**src/hdl/upcp_pkg.sv**
```systemverilog
`timescale 1ns / 1ps
// Shared types, constants and helper functions of the parameter command parser.
// Used by the parser, the result register and the top level; it depends on nothing else.
package upcp_pkg;

	// Number of fraction digits that are taken into account.
	localparam int unsigned FRAC_DIGITS = 5;

	localparam logic [7:0] ZERO_CHAR      = 8'h30;
	localparam logic [7:0] DOT_CHAR       = 8'h2E;
	localparam logic [7:0] START_RESET    = 8'h50;
	localparam logic [7:0] SEP_RESET      = 8'h3D;
	localparam logic [15:0] INT_MAX_VAL   = 16'hFFFF;
	localparam logic [3:0] DIGIT_TEN      = 4'd10;

	// Configuration register indexes.
	localparam logic CFG_START_CHAR = 1'b0;
	localparam logic CFG_SEP_CHAR   = 1'b1;

	// Frame phases, one-hot.
	typedef enum logic [3:0] {
		PH_WAIT_START = 4'b0001,
		PH_TAKE_ID    = 4'b0010,
		PH_WAIT_SEP   = 4'b0100,
		PH_PAYLOAD    = 4'b1000
	} phase_t;

	// One result item.
	typedef struct packed {
		logic [7:0]  param_id;
		logic [31:0] param_value;
		logic        saturated;
		logic        bad_char;
	} result_t;

	// Rounded Q16 weight of a fraction digit, round(65536 / 10^(pos+1)).
	function automatic logic [12:0] frac_weight(input logic [2:0] pos);
		logic [12:0] w;
		unique case (pos)
			3'd0:    w = 13'd6554;
			3'd1:    w = 13'd655;
			3'd2:    w = 13'd66;
			3'd3:    w = 13'd7;
			3'd4:    w = 13'd1;
			default: w = 13'd0;
		endcase
		return w;
	endfunction

endpackage

```
**src/hdl/upcp_in_stage.sv**
```systemverilog
`timescale 1ns / 1ps
// Input register of the parameter command parser: holds one received byte.
// Depends on no package items.
module upcp_in_stage (
	input  logic       clk,
	input  logic       arst_n,
	input  logic       in_valid,
	output logic       in_stall,
	input  logic [7:0] rx_byte,
	input  logic       advance,
	output logic       valid_s1,
	output logic [7:0] byte_s1
);

	// The stage stalls only while it holds an item that cannot move on.
	assign in_stall = valid_s1 && !advance;

	// Valid bit of the stage.
	always_ff @(posedge clk or negedge arst_n) begin
		if (!arst_n) begin
			valid_s1 <= 1'b0;
		end else if (!in_stall) begin
			valid_s1 <= in_valid;
		end
	end

	// Byte of the stage; loaded only with an accepted item.
	always_ff @(posedge clk) begin
		if (!in_stall && in_valid) begin
			byte_s1 <= rx_byte;
		end
	end

endmodule

```
**src/hdl/upcp_parser.sv**
```systemverilog
`timescale 1ns / 1ps
// Frame state machine and Q16.16 accumulators of the parameter command parser.
// Depends on upcp_pkg for the phase type, result type, constants and weights.
module upcp_parser (
	input  logic               clk,
	input  logic               arst_n,
	input  logic               valid_s1,
	input  logic [7:0]         byte_s1,
	input  logic               advance,
	input  logic [7:0]         start_char,
	input  logic [7:0]         separator_char,
	output logic               emit,
	output upcp_pkg::result_t  result
);

	upcp_pkg::phase_t phase_q, phase_d;
	logic [7:0]  held_id_q, held_id_d;
	logic [15:0] int_acc_q, int_acc_d;
	logic [16:0] frac_acc_q, frac_acc_d;
	logic        seen_dot_q, seen_dot_d;
	logic [2:0]  frac_cnt_q, frac_cnt_d;
	logic        sat_q, sat_d;
	logic        bad_q, bad_d;

	logic        is_sep;
	logic        is_digit;
	logic [3:0]  digit;
	logic [19:0] int_next;
	logic [16:0] frac_next;
	logic [32:0] value_sum;

	assign is_sep   = (byte_s1 == separator_char);
	assign is_digit = (byte_s1 >= upcp_pkg::ZERO_CHAR) &&
		(byte_s1 <= upcp_pkg::ZERO_CHAR + 8'd9);
	assign digit    = 4'(byte_s1 - upcp_pkg::ZERO_CHAR);

	// Integer step: acc * 10 + digit, as shift and add.
	assign int_next = {1'b0, int_acc_q, 3'b000} + {3'b000, int_acc_q, 1'b0} + 20'(digit);

	// Fraction step: digit times its rounded weight, wrapped to 17 bits.
	assign frac_next = frac_acc_q + 17'(digit) * 17'(upcp_pkg::frac_weight(frac_cnt_q));

	// A separator in the payload closes the frame.
	assign emit = valid_s1 && (phase_q == upcp_pkg::PH_PAYLOAD) && is_sep;

	// Result item built from the held frame state.
	assign value_sum = {1'b0, int_acc_q, 16'h0000} + {16'h0000, frac_acc_q};
	always_comb begin
		result.param_id    = held_id_q;
		result.param_value = (sat_q || value_sum[32]) ? 32'hFFFF_FFFF : value_sum[31:0];
		result.saturated   = sat_q;
		result.bad_char    = bad_q;
	end

	// Next state for the byte in the input register.
	always_comb begin
		phase_d    = phase_q;
		held_id_d  = held_id_q;
		int_acc_d  = int_acc_q;
		frac_acc_d = frac_acc_q;
		seen_dot_d = seen_dot_q;
		frac_cnt_d = frac_cnt_q;
		sat_d      = sat_q;
		bad_d      = bad_q;
		unique case (phase_q)
			upcp_pkg::PH_WAIT_START: begin
				if (byte_s1 == start_char) begin
					phase_d = upcp_pkg::PH_TAKE_ID;
				end
			end
			upcp_pkg::PH_TAKE_ID: begin
				held_id_d = byte_s1 - upcp_pkg::ZERO_CHAR;
				phase_d   = upcp_pkg::PH_WAIT_SEP;
			end
			upcp_pkg::PH_WAIT_SEP: begin
				if (is_sep) begin
					int_acc_d  = '0;
					frac_acc_d = '0;
					seen_dot_d = 1'b0;
					frac_cnt_d = '0;
					sat_d      = 1'b0;
					bad_d      = 1'b0;
					phase_d    = upcp_pkg::PH_PAYLOAD;
				end
			end
			upcp_pkg::PH_PAYLOAD: begin
				priority if (is_sep) begin
					phase_d = upcp_pkg::PH_WAIT_START;
				end else if (is_digit) begin
					if (!seen_dot_q) begin
						if (int_next > 20'(upcp_pkg::INT_MAX_VAL)) begin
							int_acc_d = upcp_pkg::INT_MAX_VAL;
							sat_d     = 1'b1;
						end else begin
							int_acc_d = int_next[15:0];
						end
					end else if (32'(frac_cnt_q) < upcp_pkg::FRAC_DIGITS) begin
						frac_acc_d = frac_next;
						frac_cnt_d = frac_cnt_q + 3'd1;
					end
				end else if (byte_s1 == upcp_pkg::DOT_CHAR && !seen_dot_q) begin
					seen_dot_d = 1'b1;
				end else begin
					bad_d = 1'b1;
				end
			end
			default: begin
				phase_d = upcp_pkg::PH_WAIT_START;
			end
		endcase
	end

	// Frame state registers, updated when the byte moves on.
	always_ff @(posedge clk or negedge arst_n) begin
		if (!arst_n) begin
			phase_q    <= upcp_pkg::PH_WAIT_START;
			held_id_q  <= '0;
			int_acc_q  <= '0;
			frac_acc_q <= '0;
			seen_dot_q <= 1'b0;
			frac_cnt_q <= '0;
			sat_q      <= 1'b0;
			bad_q      <= 1'b0;
		end else if (advance) begin
			phase_q    <= phase_d;
			held_id_q  <= held_id_d;
			int_acc_q  <= int_acc_d;
			frac_acc_q <= frac_acc_d;
			seen_dot_q <= seen_dot_d;
			frac_cnt_q <= frac_cnt_d;
			sat_q      <= sat_d;
			bad_q      <= bad_d;
		end
	end

	// A closed frame always returns the parser to waiting for a start byte.
	assert property (@(posedge clk) disable iff (!arst_n)
		(emit && advance) |=> (phase_q == upcp_pkg::PH_WAIT_START))
		else $error("parser did not return to start wait after a frame");

	// Saturation pins the integer part at its maximum.
	assert property (@(posedge clk) disable iff (!arst_n)
		sat_q |-> (int_acc_q == upcp_pkg::INT_MAX_VAL))
		else $error("saturation flag without clamped integer part");

	// Fraction digits are only counted after the dot and never beyond the limit.
	assert property (@(posedge clk) disable iff (!arst_n)
		(frac_cnt_q != 3'd0) |-> (seen_dot_q && (32'(frac_cnt_q) <= upcp_pkg::FRAC_DIGITS)))
		else $error("fraction digit count out of range");

	// State holds while the input byte cannot move on.
	assert property (@(posedge clk) disable iff (!arst_n)
		!advance |=> $stable(phase_q) && $stable(int_acc_q) && $stable(frac_acc_q))
		else $error("parser state changed without an advancing byte");

endmodule

```
**src/hdl/upcp_out_stage.sv**
```systemverilog
`timescale 1ns / 1ps
// Result register of the parameter command parser: holds one result item.
// Depends on upcp_pkg for the result type.
module upcp_out_stage (
	input  logic               clk,
	input  logic               arst_n,
	input  logic               load,
	input  upcp_pkg::result_t  result,
	output logic               ready,
	output logic               out_valid,
	input  logic               out_stall,
	output logic [7:0]         param_id,
	output logic [31:0]        param_value,
	output logic               saturated,
	output logic               bad_char
);

	logic out_valid_q;
	upcp_pkg::result_t res_q;

	// The register can take a new item when empty or when its item leaves now.
	assign ready = !out_valid_q || !out_stall;

	// Valid bit of the result register.
	always_ff @(posedge clk or negedge arst_n) begin
		if (!arst_n) begin
			out_valid_q <= 1'b0;
		end else if (ready) begin
			out_valid_q <= load;
		end
	end

	// Result payload.
	always_ff @(posedge clk) begin
		if (ready && load) begin
			res_q <= result;
		end
	end

	assign out_valid   = out_valid_q;
	assign param_id    = res_q.param_id;
	assign param_value = res_q.param_value;
	assign saturated   = res_q.saturated;
	assign bad_char    = res_q.bad_char;

endmodule

```
**src/hdl/uart_param_command_parser.sv**
```systemverilog
`timescale 1ns / 1ps
// Top level of the parameter command parser: config registers and stage wiring.
// Depends on upcp_pkg, upcp_in_stage, upcp_parser and upcp_out_stage.
//
// Parses frames "start, id, separator, decimal number, separator" from a stream
// of received bytes and gives one result item per closed frame: the id byte
// minus 0x30, the number in unsigned Q16.16 (up to five fraction digits, clamped
// at all ones), and flags for integer overflow and bad characters. One byte is
// taken every clock cycle except while the input register stalls; a result passes
// from its closing separator through the input register and then the result
// register to the output. Bytes that close no frame pass even while a result
// waits at the output; only a closing separator waits for the result register
// to free up. The start and separator bytes are written through the
// configuration port (index 0 and 1), which is always ready and
// should be written while no frame is in flight.
module uart_param_command_parser (
	input  logic        clk,
	input  logic        arst_n,
	input  logic        in_valid,
	output logic        in_stall,
	input  logic [7:0]  rx_byte,
	output logic        out_valid,
	input  logic        out_stall,
	output logic [7:0]  param_id,
	output logic [31:0] param_value,
	output logic        saturated,
	output logic        bad_char,
	input  logic        cfg_valid,
	output logic        cfg_ready,
	input  logic        cfg_index,
	input  logic [7:0]  cfg_data
);

	logic [7:0] start_char_q;
	logic [7:0] sep_char_q;
	logic       valid_s1;
	logic [7:0] byte_s1;
	logic       advance;
	logic       emit;
	logic       out_ready;
	upcp_pkg::result_t result;

	// Configuration registers.
	assign cfg_ready = 1'b1;
	always_ff @(posedge clk or negedge arst_n) begin
		if (!arst_n) begin
			start_char_q <= upcp_pkg::START_RESET;
			sep_char_q   <= upcp_pkg::SEP_RESET;
		end else if (cfg_valid && cfg_ready) begin
			unique case (cfg_index)
				upcp_pkg::CFG_START_CHAR: start_char_q <= cfg_data;
				upcp_pkg::CFG_SEP_CHAR:   sep_char_q   <= cfg_data;
				default: ;
			endcase
		end
	end

	// A byte moves on unless it closes a frame while the result register is full.
	assign advance = valid_s1 && (!emit || out_ready);

	upcp_in_stage u_in_stage (
		.clk      (clk),
		.arst_n   (arst_n),
		.in_valid (in_valid),
		.in_stall (in_stall),
		.rx_byte  (rx_byte),
		.advance  (advance),
		.valid_s1 (valid_s1),
		.byte_s1  (byte_s1)
	);

	upcp_parser u_parser (
		.clk            (clk),
		.arst_n         (arst_n),
		.valid_s1       (valid_s1),
		.byte_s1        (byte_s1),
		.advance        (advance),
		.start_char     (start_char_q),
		.separator_char (sep_char_q),
		.emit           (emit),
		.result         (result)
	);

	upcp_out_stage u_out_stage (
		.clk         (clk),
		.arst_n      (arst_n),
		.load        (emit && advance),
		.result      (result),
		.ready       (out_ready),
		.out_valid   (out_valid),
		.out_stall   (out_stall),
		.param_id    (param_id),
		.param_value (param_value),
		.saturated   (saturated),
		.bad_char    (bad_char)
	);

endmodule
```
**config.mk**
```make
export PLATFORM = sky130hd
export DESIGN_NAME = uart_param_command_parser
export DESIGN_NICKNAME = d
export VERILOG_FILES = /design/src/hdl/upcp_pkg.sv /design/src/hdl/upcp_in_stage.sv /design/src/hdl/upcp_parser.sv /design/src/hdl/upcp_out_stage.sv /design/src/hdl/uart_param_command_parser.sv
export SDC_FILE = /design/constraint.sdc
export NUM_CORES = 1
export LEC_CHECK = 0
export BUFFER_PORTS_ARGS = -buffer_cell sky130_fd_sc_hd__buf_2
export CAP_MARGIN = 10
export CORE_ASPECT_RATIO = 0.9
export CORE_MARGIN = 3
export CORE_UTILIZATION = 30
export CTS_CLUSTER_SIZE = 12
export DETAILED_ROUTE_END_ITERATION = 7
export SETUP_SLACK_MARGIN = 0.1
export SYNTH_ARGS = -nofsm -noshare
export SYNTH_HDL_FRONTEND = slang
export SYNTH_SLANG_ARGS = --single-unit
```
**constraint.sdc**
```tcl
create_clock -name clk -period 5.35 [get_ports clk]
set_input_delay 0.8025 -clock clk [delete_from_list [all_inputs] [get_ports clk]]
set_output_delay 0.8025 -clock clk [all_outputs]
set_load 0.01 [all_outputs]
```
==> results by group <==
Worst setup path
  • WP data required: 5.71 ns
  • Top cell family by delay on the critical path: adder cells
  • CP bufs+invs: 2
  • Reg-to-Reg Start: u_parser.frac_cnt_q[1]
  • Crit Path Category: reg -> reg
  • Crit-path cells: inv_1 > ha_1 > or3_1 > o21ai_0 > nand2b_1 > fa_1 > fa_1 > fa_1 > inv_1 > ha_1 > a211oi_1 > o21a_1 > o31ai_4 > o211ai_1 > nand3_1 > o211a_1 > or3_1 > nand3_1
  • Worst Setup End Kind: flop
  • CP max-delay cell: fa_1
  • Setup crit start kind: flop
  • Worst setup path start: u_parser.frac_cnt_q[1]
  • CP arrival: 5.24 ns
  • Critical Path Max Stage Delay: 0.51 ns
  • Crit-path most repeated cell: fa_1
  • Max Fanout on Critical Path: 7

Global routing
  • Vias in the first global route: 5390
  • Total congestion overflow: 0
  • Largest net degree at the start of global routing: 70
  • All-Layer GR Usage: 12.49%
  • First-pass GRT wire length: 28230 um
  • Initial antenna violation count: 0

Die
  • Initial Util: 31.02%
  • Die ar.: 28380 sq um
  • I/O pin total: 67
  • Placeable Area: 25530 sq um
  • Die height: 160.1 um
  • Row cnt: 55
  • Die W: 177.3 um

Finish
  • Highest-count cells in the layout ignoring fill and taps: nand2_1 (82), inv_1 (77), ha_1 (72)
  • Fillers: 2592
  • Nets@finish: 961
  • Area Growth Syn to Fin: 16.80%
  • Most common cell after layout, fill and taps aside: nand2_1
  • Multi-input logic area: 4319 sq um
  • ANT cells: 0
  • Proportion of layout cells with a drive suffix above 1: 18.00%
  • Register area: 3238 sq um
  • Utilization of the core after routing: 36.23%

Yosys
  • Synth async-reset ratio: 57.98%
  • Average cell area after synthesis: 10.34 sq um
  • Synthesized Nets: 890
  • Mapped Area: 7919 sq um
  • Sequential-to-total area share from yosys stat: 40.89%
  • Adder-Cell Fraction of Synth Area: 18.96%
  • Yosys warns: 0
  • Post-synthesis mux area share: 3.128%
  • Main combinational cell family by area after synthesis: adder cells
  • Synthesized flop and latch total: 119
  • Netlist cell types: 59
  • Post-Synth Simple-Gate Area: 14.28%
  • EDFF count, synth: 50
  • Top FF cell, synth: dfrtp_1
  • Post-synthesis compound-gate area fraction: 11.90%
  • Post-Synth XOR/XNOR Area: 5.862%
  • Post-Syn Instances: 766

Run status
  • Status: finished, final reports clean

Drt
  • Total Routed Length: 16820 um
  • Via count: 5525
  • 1st-iter DRT viols: 298
  • DRC violations left: 0
  • Via/cell ratio: 4.635
  • Routed len/inst: 14.11 um
  • Detail Route Antenna Nets: 0
  • DR pass1 iterations: 4

Clock tree
  • Clock Sinks: 119
  • Hold bufs inserted after CTS: 0
  • CTS tree: done
  • Clk slew on worst S/H paths: 0.07 ns
  • Total CTS buffers: 17
  • Clk root buf: clkbuf_16
  • Clk Latency, worst-skew pair: 0.42 ns
  • Htree depth: 4
  • Clock buffer depth: 2

Timing
  • Final period util: 91.33%
  • Final slew viol count: 0
  • RSZ-0062 raised after global routing: false
  • Setup TNS: 0 ns
  • F_max: 0.2047 GHz
  • Final Hold Vio Count: 0
  • Setup violations, final: 0
  • Slew @ Worst Pin: 0.9690 ns
  • Final Skew: 0.01441 ns
  • Tmin final: 4.886 ns
  • Max-slew headroom: 34.91%

Placed design
  • Estimated wirelength of the detail-placed design: 12700 um
  • Port bufs: 65
  • GPL Wtd Cong: 0.8632

Power
  • Pwr Total: 0.003046 W
  • P_leak: 4.237 nW
  • Pwr Density: 329.3 nW/um^2
  • Worst vdd ir: 0.1727 mV

Job
  • Maxcap violations: 0

Worst hold path
  • Hold crit path type: reg -> reg
  • Worst Hold Launch: u_parser.held_id_q[6]
[through the flow]
stage	hold WS, ns	std cells	setup WS [ns]	cell area [sq um]
after floorplan	0.4194	766	0.7181	7919
after detailed placement	0.4338	1159	0.4026	8653
after CTS	0.4422	1191	0.3984	9228
after global routing	0.4467	1192	0.1071	9249
after global placement	0.4229	1159	0.4537	8653
final	0.4401	1192	0.4637	9249
[registers in the layout (all words and copies together) (netlist names), 3 cells and up]
signal,count
u_in_stage.byte_s1,8
u_parser.int_acc_q,16
u_parser.held_id_q,8
u_out_stage.param_id,8
u_parser.frac_acc_q,17
start_char_q,8
u_parser.frac_cnt_q,3
sep_char_q,8
u_out_stage.param_value,32
u_parser.phase_q,4
[final timing paths]
check                                               end  slack [ns]  cells after the start
worst min register to register  u_out_stage.param_id[6]        0.44                      0
worst min-delay path            u_out_stage.param_id[6]        0.44                      0
max in group asynchronous        u_parser.frac_acc_q[7]        4.12                      2
worst max-delay path            u_parser.frac_acc_q[16]        0.46                     18
min in group asynchronous         u_parser.held_id_q[2]        0.60                      2
worst max register to register  u_parser.frac_acc_q[16]        0.46                     18
[where the power goes]
group | leakage, nW | switching, W | internal (W)
logic | 2.64 | 0.000409 | 0.000337
registers | 1.31 | 0.000119 | 0.00107
clock network | 0.280 | 0.000442 | 0.000667
[layer usage]
metal  routed length, um  vias to the layer above  GRT usage [%]
met3                 723                       16          2.829
met1                8891                     2592          18.69
li1                    -                     2804              -
met5                   0                        -              0
met2                6983                      113          17.95
met4                 226                        0          3.640
[worst reg2reg max path, cell delays in order (launching register included)]
cell	delay, ns
dfrtp_1	0.40
inv_1	0.12
ha_1	0.26
or3_1	0.31
o21ai_0	0.16
nand2b_1	0.19
fa_1	0.41
fa_1	0.49
fa_1	0.51
inv_1	0.04
ha_1	0.22
a211oi_1	0.31
o21a_1	0.25
o31ai_4	0.09
o211ai_1	0.36
nand3_1	0.13
o211a_1	0.16
or3_1	0.34
nand3_1	0.09
[kinds of logic (layout without fill, tap and decap cells)]
family / Yosys count / after routing
mux: 22 / 22
other cells: 1 / 1
buf+inv: 100 / 184
fa+ha+maj: 102 / 102
flops: 119 / 119
xor+xnor: 53 / 53
compound gates: 148 / 148
simple gates: 221 / 221
[final cells by class]
type / instances / area share, %
multi-input cells: 547 / 46.70
flip-flops and latches: 119 / 35.01
clock buffers: 19 / 4.897
well taps: 342 / 4.627
repair buffers: 75 / 4.329
inverters: 77 / 3.125
clock inverters: 13 / 1.312
[synth_stat cells, types with 2 or more instances]
master | number | area share (%)
nand4_1 | 6 | 0.47
xor2_1 | 18 | 2.0
nor2_1 | 27 | 1.3
nand3_1 | 21 | 1.3
a21o_1 | 8 | 0.76
or2_2 | 3 | 0.24
nand2b_1 | 19 | 1.5
nor2b_1 | 14 | 1.1
o31ai_1 | 11 | 1.0
edfxtp_1 | 50 | 19
nand3b_1 | 2 | 0.19
o41ai_1 | 3 | 0.33
fa_1 | 30 | 7.6
dfrtp_1 | 61 | 19
and4_1 | 2 | 0.22
a21oi_1 | 40 | 2.5
nor3_1 | 8 | 0.51
and3_1 | 6 | 0.47
nand2_1 | 82 | 3.9
nor4b_1 | 2 | 0.22
and2_1 | 15 | 1.2
o211a_1 | 2 | 0.25
xnor2_1 | 35 | 3.9
or3_1 | 7 | 0.55
a211oi_1 | 4 | 0.38
a31oi_1 | 17 | 1.3
mux2_2 | 22 | 3.1
buf_2 | 3 | 0.19
o211ai_1 | 4 | 0.38
o21ai_1 | 3 | 0.19
o21a_1 | 6 | 0.57
o21bai_1 | 3 | 0.28
clkbuf_1 | 18 | 0.85
ha_1 | 72 | 11
o21ai_0 | 35 | 2.2
dfstp_2 | 8 | 2.7
inv_1 | 77 | 3.6
[repair_timing]
action | 4_1_cts | 5_1_grt
resized for setup | 0 | 2
hold endpoints to repair | 0 | 0
setup buffers | 0 | 1
endpoints found under the setup margin | 0 | 2
No activity file was read; power rests on OpenSTA's default activity.
